$ cat config.mk
export PLATFORM = sky130hd
export DESIGN_NAME = fraction_reduce_gcd_unit
export DESIGN_NICKNAME = d
export VERILOG_FILES = /design/src/hdl/frg_pkg.sv /design/src/hdl/fraction_reduce_gcd_unit.sv
export SDC_FILE = /design/constraint.sdc
export NUM_CORES = 1
export LEC_CHECK = 0
export ABC_AREA = 1
export BUFFER_PORTS_ARGS = -buffer_cell sky130_fd_sc_hd__clkbuf_2
export CORE_UTILIZATION = 40
export DETAILED_ROUTE_END_ITERATION = 7
export SLEW_MARGIN = 20
export SYNTH_ARGS = -nofsm -noshare
export SYNTH_HDL_FRONTEND = slang
export SYNTH_SLANG_ARGS = --single-unit
$ cat constraint.sdc
create_clock -name clk -period 10.4 [get_ports clk]
set_input_delay 2.08 -clock clk [delete_from_list [all_inputs] [get_ports clk]]
set_output_delay 2.08 -clock clk [all_outputs]
set_load 0.01 [all_outputs]
$ cat src/hdl/frg_pkg.sv
// frg_pkg: shared widths and payload types for the fraction reduce gcd unit
// no dependencies; imported by fraction_reduce_gcd_unit
package frg_pkg;

  localparam int DATA_WIDTH = 16;
  localparam int CNT_W      = $clog2(DATA_WIDTH);

  typedef logic [DATA_WIDTH-1:0] frg_word_t;
  typedef logic [CNT_W-1:0]      frg_cnt_t;

  typedef struct packed {
    frg_word_t numerator_in;
    frg_word_t denominator_in;
  } frg_in_t;

  typedef struct packed {
    frg_word_t numerator_out;
    frg_word_t denominator_out;
    frg_word_t common_divisor;
    logic      zero_error;
  } frg_out_t;

endpackage

$ cat src/hdl/fraction_reduce_gcd_unit.sv
// fraction_reduce_gcd_unit: reduces an unsigned fraction to lowest terms
// depends on frg_pkg (widths, payload structs)
//
//   channel  direction  handshake              payload
//   src      input      src_valid / src_ready  frg_in_t  (numerator, denominator)
//   res      output     res_valid / res_ready  frg_out_t (reduced pair, gcd, error)
//
// one shared subtractor does all the work under a small sequencer:
//   binary gcd, where each step halves an operand, strips a common factor
//   of two, or swaps ahead of a subtract that halves, ending on an equal
//   compare; then the common power of two is restored, then two restoring
//   divisions (numerator, then denominator, by the gcd), then the result
//   is loaded. a zero operand skips straight to the result load. src_ready
//   is high only while the sequencer is idle.
// reset (rst, synchronous) clears the sequencer and the result valid flag.
// a result waiting on res_ready does not block the next src transfer; only
// the finish step waits while the result register is still occupied.
module fraction_reduce_gcd_unit
  import frg_pkg::*;
(
  input  logic     clk,
  input  logic     rst,
  input  logic     src_valid,
  output logic     src_ready,
  input  frg_in_t  src_data,
  output logic     res_valid,
  input  logic     res_ready,
  output frg_out_t res_data
);

  typedef enum logic [2:0] {
    S_IDLE,
    S_GCD,
    S_SCALE,
    S_DIVN,
    S_DIVD,
    S_FIN
  } state_t;

  state_t    state;
  frg_word_t a;         // gcd operand, later the divisor
  frg_word_t b;         // gcd operand, later the division remainder
  frg_word_t q;         // dividend / quotient shift register
  frg_word_t op_num;
  frg_word_t op_den;
  frg_word_t quot_num;
  frg_cnt_t  k;         // common power of two
  frg_cnt_t  cnt;       // division bit counter
  logic      zflag;

  // shared subtractor, two extra bits so the shifted remainder fits and the sign shows in both uses
  logic [DATA_WIDTH+1:0] sub_x;
  logic [DATA_WIDTH+1:0] sub_y;
  logic [DATA_WIDTH+1:0] sub_res;
  logic                  sub_neg;
  logic                  sub_zero;

  // next values of one division step
  frg_word_t div_rem_next;
  frg_word_t div_q_next;

  always_comb begin
    if (state == S_DIVN || state == S_DIVD) begin
      // shifted partial remainder minus divisor
      sub_x = {1'b0, b, q[DATA_WIDTH-1]};
      sub_y = {2'b00, a};
    end else begin
      sub_x = {2'b00, a};
      sub_y = {2'b00, b};
    end
    sub_res  = sub_x - sub_y;
    sub_neg  = sub_res[DATA_WIDTH+1];
    sub_zero = (sub_res == '0);
  end

  always_comb begin
    if (!sub_neg) begin
      div_rem_next = sub_res[DATA_WIDTH-1:0];
      div_q_next   = {q[DATA_WIDTH-2:0], 1'b1};
    end else begin
      div_rem_next = {b[DATA_WIDTH-2:0], q[DATA_WIDTH-1]};
      div_q_next   = {q[DATA_WIDTH-2:0], 1'b0};
    end
  end

  assign src_ready = (state == S_IDLE);

  always_ff @(posedge clk) begin
    if (rst) begin
      state     <= S_IDLE;
      res_valid <= 1'b0;
    end else begin
      // the finish step reloads the register itself in the same cycle
      if (res_valid && res_ready && state != S_FIN) begin
        res_valid <= 1'b0;
      end
      case (state)
        S_IDLE: begin
          if (src_valid) begin
            op_num <= src_data.numerator_in;
            op_den <= src_data.denominator_in;
            k      <= '0;
            if (src_data.numerator_in == '0 || src_data.denominator_in == '0) begin
              // no divisor defined: echo the inputs
              quot_num <= src_data.numerator_in;
              q        <= src_data.denominator_in;
              a        <= '0;
              zflag    <= 1'b1;
              state    <= S_FIN;
            end else begin
              a     <= src_data.numerator_in;
              b     <= src_data.denominator_in;
              zflag <= 1'b0;
              state <= S_GCD;
            end
          end
        end
        S_GCD: begin
          if (!a[0] && !b[0]) begin
            // common factor of two
            a <= a >> 1;
            b <= b >> 1;
            k <= k + 1'b1;
          end else if (!a[0]) begin
            a <= a >> 1;
          end else if (!b[0]) begin
            b <= b >> 1;
          end else if (sub_zero) begin
            state <= S_SCALE;
          end else if (sub_neg) begin
            a <= b;
            b <= a;
          end else begin
            // odd minus odd is even, halve it right away
            a <= sub_res[DATA_WIDTH:1];
          end
        end
        S_SCALE: begin
          if (k == '0) begin
            b     <= '0;
            q     <= op_num;
            cnt   <= CNT_W'(DATA_WIDTH - 1);
            state <= S_DIVN;
          end else begin
            a <= a << 1;
            k <= k - 1'b1;
          end
        end
        S_DIVN: begin
          if (cnt == '0) begin
            quot_num <= div_q_next;
            b        <= '0;
            q        <= op_den;
            cnt      <= CNT_W'(DATA_WIDTH - 1);
            state    <= S_DIVD;
          end else begin
            b   <= div_rem_next;
            q   <= div_q_next;
            cnt <= cnt - 1'b1;
          end
        end
        S_DIVD: begin
          b <= div_rem_next;
          q <= div_q_next;
          if (cnt == '0) begin
            state <= S_FIN;
          end else begin
            cnt <= cnt - 1'b1;
          end
        end
        S_FIN: begin
          // wait only while an older result still sits in the register
          if (!res_valid || res_ready) begin
            res_data.numerator_out   <= quot_num;
            res_data.denominator_out <= q;
            res_data.common_divisor  <= a;
            res_data.zero_error      <= zflag;
            res_valid                <= 1'b1;
            state                    <= S_IDLE;
          end
        end
        default: begin
          state <= S_IDLE;
        end
      endcase
    end
  end

`ifndef SYNTHESIS
  // both gcd operands stay nonzero, else the loop would never end
  assert property (@(posedge clk) disable iff (rst)
    (state == S_GCD) |-> (a != '0 && b != '0))
    else $error("gcd operand reached zero");

  // restoring division keeps the remainder below the divisor
  assert property (@(posedge clk) disable iff (rst)
    (state == S_DIVN || state == S_DIVD) |-> (b < a))
    else $error("division remainder not below divisor");

  // a valid result has a zero divisor exactly when it flags an error
  assert property (@(posedge clk) disable iff (rst)
    res_valid |-> ((res_data.common_divisor == '0) == res_data.zero_error))
    else $error("divisor and error flag disagree");

  // a src transfer starts work, so the port closes on the next cycle
  assert property (@(posedge clk) disable iff (rst)
    (src_valid && src_ready) |=> !src_ready)
    else $error("src_ready stayed high after a transfer");
`endif

endmodule
==> summary.txt <==
Outcome
  – Outcome: finished, final reports clean

Cells and area
  – Area occupied by multi-input gates: 0.003207 mm²
  – Seq. cell area: 0.004705 mm²
  – Fill cells: 1958
  – Nets: 1074
  – Final Cell Area: 0.009753 mm²
  – Layout area overhead: 15.36%
  – Antenna cells: 0
  – Layout cells sized above 1: 0.1417

Synthesis
  – Cell taking the most area after synthesis: edfxtp_1
  – Largest cells by area after synthesis: edfxtp_1 (55%), nand2_1 (14%), inv_1 (4.5%), o21ai_0 (3.1%), ha_1 (2.8%)
  – Synth unique cells: 42
  – Syn. warnings: 0
  – Post-synth EDFFs: 154
  – Synthesized area: 0.008454 mm²
  – Most numerous cell in the Yosys netlist: nand2_1
  – Net Count, Synth: 992
  – Synthesized flop and latch total: 158
  – Area share of the largest cell type after synthesis: 0.5470
  – Synth top cells by count: nand2_1 (318), edfxtp_1 (154), inv_1 (101)
  – Top_reg_cell synth: edfxtp_1
  – Async set-reset flop share out of synthesis: 0
  – Mapped Cells: 935
  – Register area share after synthesis: 0.5565
  – Synth Area per Inst: 9.042 µm²

STA
  – Final Cycle Share: 0.4467
  – Max-slew headroom: 0.2385
  – Final hold vios: 0
  – RSZ-0062 raised after global routing: false
  – Setup violation total in the final timing report: 0
  – Worst slew pin tran: 1.138 ns
  – Sum Neg Setup Slack: 0 ns
  – Fmax: 215.2 MHz
  – Layout Skew: 0.008771 ns
  – Slew Viols, Final: 0
  – Tmin final: 4.646 ns

Critical path
  – Critical-path top delay cell: a21oi_2
  – Crit path kind: reg2reg
  – CP Max Fanout: 37
  – Critical path's top delay family: compound AO/OA/AOI/OAI gates
  – Cell count along the critical path: 16
  – Critical path's largest stage delay: 0.80 ns
  – Cell chain of the critical path: a21oi_1 -> a21oi_4 -> buf_4 -> inv_1 -> nand2_1 -> o21ai_0 -> ha_1 -> nand2_1 -> inv_1 -> nand2_1 -> nand3_1 -> nand2_1 -> nand2_1 -> nand2_1 -> nand2_4 -> a21oi_2
  – Worst Setup Start Kind: flop
  – Worst Reg-to-Reg Cells: 16
  – RR Startpoint: state[2]
  – Crit-path most repeated cell: nand2_1
  – Critical Path AT: 4.69 ns
  – Buf/Inv on CP: 3
  – Critical path startpoint: state[2]
  – Worst Path Required: 10.45 ns
  – CP endpoint kind: flop

Floorplanning
  – Placement Rows: 52
  – DIE AREA: 0.02172 mm²
  – Height of the die: 147.4 µm
  – Core Footprint: 0.02049 mm²
  – Initial Util: 0.4125
  – # IOs: 87
  – Die span in x: 147.4 µm

Clock network
  – Post-CTS Setup Bufs: 0
  – Hold_buf cts: 0
  – Longest Clk Path Bufs: 2
  – Post-CTS Resized: 0
  – Root Buffer: clkbuf_16
  – TritonCTS Buffers: 17
  – Htree depth: 4
  – CTS tree: yes
  – Clock latency on the worst-skew pair: 0.43 ns
  – Clk sinks: 158
  – Clock transition at path regs: 0.07 ns

Drt
  – Drt pass-1 iters: 5
  – Post-route ant nets: 0
  – Iter 0 DRT Violations: 645
  – DRC Markers: 0
  – WL final: 23350 µm
  – Vias/cell: 5.287
  – DR vias: 6873
  – Routed len/inst: 17.96 µm

Global routing
  – GR Overflow Total: 0
  – Largest net degree at the start of global routing: 47
  – Total track usage: 0.2207
  – First-pass GRT wire length: 36110 µm
  – Number of global-route vias before repair: 6527
  – Initial antenna violation count: 0

Placement
  – Port bufs: 86
  – Hpwl dp: 17240 µm
  – Placed instance area: 0.009149 mm²
  – Routability-driven placement congestion ratio: 0.8731

Hold path
  – Hold Crit Start: quot_num[3]
  – Worst Hold Class: reg2reg
  – WHS Path Cells: 0

Run
  – Max-cap viol count: 0

Power and ir drop
  – Leakage power: 4.077 nW
  – Maximum VDD drop: 145.0 µV
  – PD cells: 340.7 mW/mm²
worst register-to-register path, cell delays in order (launching register included):
cell and delay [ns]:
dfxtp_1 0.67, a21oi_1 0.18, a21oi_4 0.14, buf_4 0.35
inv_1 0.50, nand2_1 0.17, o21ai_0 0.10, ha_1 0.39
nand2_1 0.14, inv_1 0.05, nand2_1 0.08, nand3_1 0.15
nand2_1 0.12, nand2_1 0.07, nand2_1 0.12, nand2_4 0.23
a21oi_2 0.81
path summary, 6_finish.rpt:
| kind | endpoint | slack [ns] |
|---|---|---|
| worst max-delay path | b[13] | 5.75 |
| worst min-delay path | res_data[36] | 0.42 |
| worst max register to register | b[13] | 5.75 |
| worst min register to register | res_data[36] | 0.42 |
area by class of cell:
| cell class | count | share of cell area |
|---|---|---|
| flip-flops and latches | 158 | 0.4824 |
| multi-input cells | 636 | 0.3288 |
| repair buffers | 93 | 0.04952 |
| clock buffers | 18 | 0.04400 |
| inverters | 111 | 0.04272 |
| well taps | 270 | 0.03464 |
| clock inverters | 14 | 0.01796 |
layer usage:
metal	vias up	share of wire	wire, µm	track usage
li1	3362	-	-	-
met1	3259	0.47	10940	0.3116
met2	219	0.46	10640	0.3432
met3	33	0.058	1354	0.04198
met4	0	0.018	417	0.06959
met5	-	0	0	0
sequential cells by signal, indices dropped and copies added (netlist names):
name / count
cnt: 4
res_valid: 1
q: 16
quot_num: 16
zflag: 1
a: 16
op_num: 16
res_data: 49
state: 3
k: 4
b: 16
op_den: 16
report_power, final:
part / total, mW / internal (mW) / switching [mW]
clock network: 0.636 / 0.363 / 0.273
registers: 1.02 / 0.889 / 0.127
logic: 1.67 / 0.509 / 1.16
total: 3.32 / 1.76 / 1.56
logic make-up after synthesis:
logic type,after synthesis,synth area share
mux,2,0.002368
compound gates,144,0.1061
fa+ha+maj,21,0.03286
xor+xnor,7,0.007252
flops,158,0.5565
simple gates,462,0.2289
buf+inv,141,0.06600
layout by cell type, fill, tap and decap left out, types with 7 or more instances in the layout:
cell type / Yosys / final
inv_1: 101 / 101
o211ai_1: 28 / 28
a22oi_1: 12 / 12
nor4_1: 10 / 9
o21ai_0: 52 / 52
nand4_1: 17 / 17
buf_4: 2 / 7
nor2_1: 48 / 48
a21oi_1: 25 / 24
clkbuf_16: 0 / 17
clkbuf_2: 0 / 86
ha_1: 19 / 19
o21ai_1: 10 / 10
inv_2: 8 / 8
edfxtp_1: 154 / 154
o2111ai_1: 7 / 7
nand2_1: 318 / 318
nand3_1: 47 / 47
per-stage QoR:
| stage | hold slack (ns) | setup WS, ns | instances | utilization | power (mW) |
|---|---|---|---|---|---|
| detailed placement | 0.4045 | 5.537 | 1268 | 0.4464 | 2.672 |
| finish | 0.4190 | 5.754 | 1300 | 0.4759 | 3.323 |
| CTS | 0.4203 | 5.781 | 1300 | 0.4759 | 3.308 |
| floorplan | 0.4003 | 4.363 | 935 | - | 2.233 |
| global route | 0.4238 | 5.309 | 1300 | 0.4759 | 3.585 |
| global placement | 0.4032 | 5.691 | 1268 | 0.4464 | 2.673 |
(Power assumes the default switching activity.)
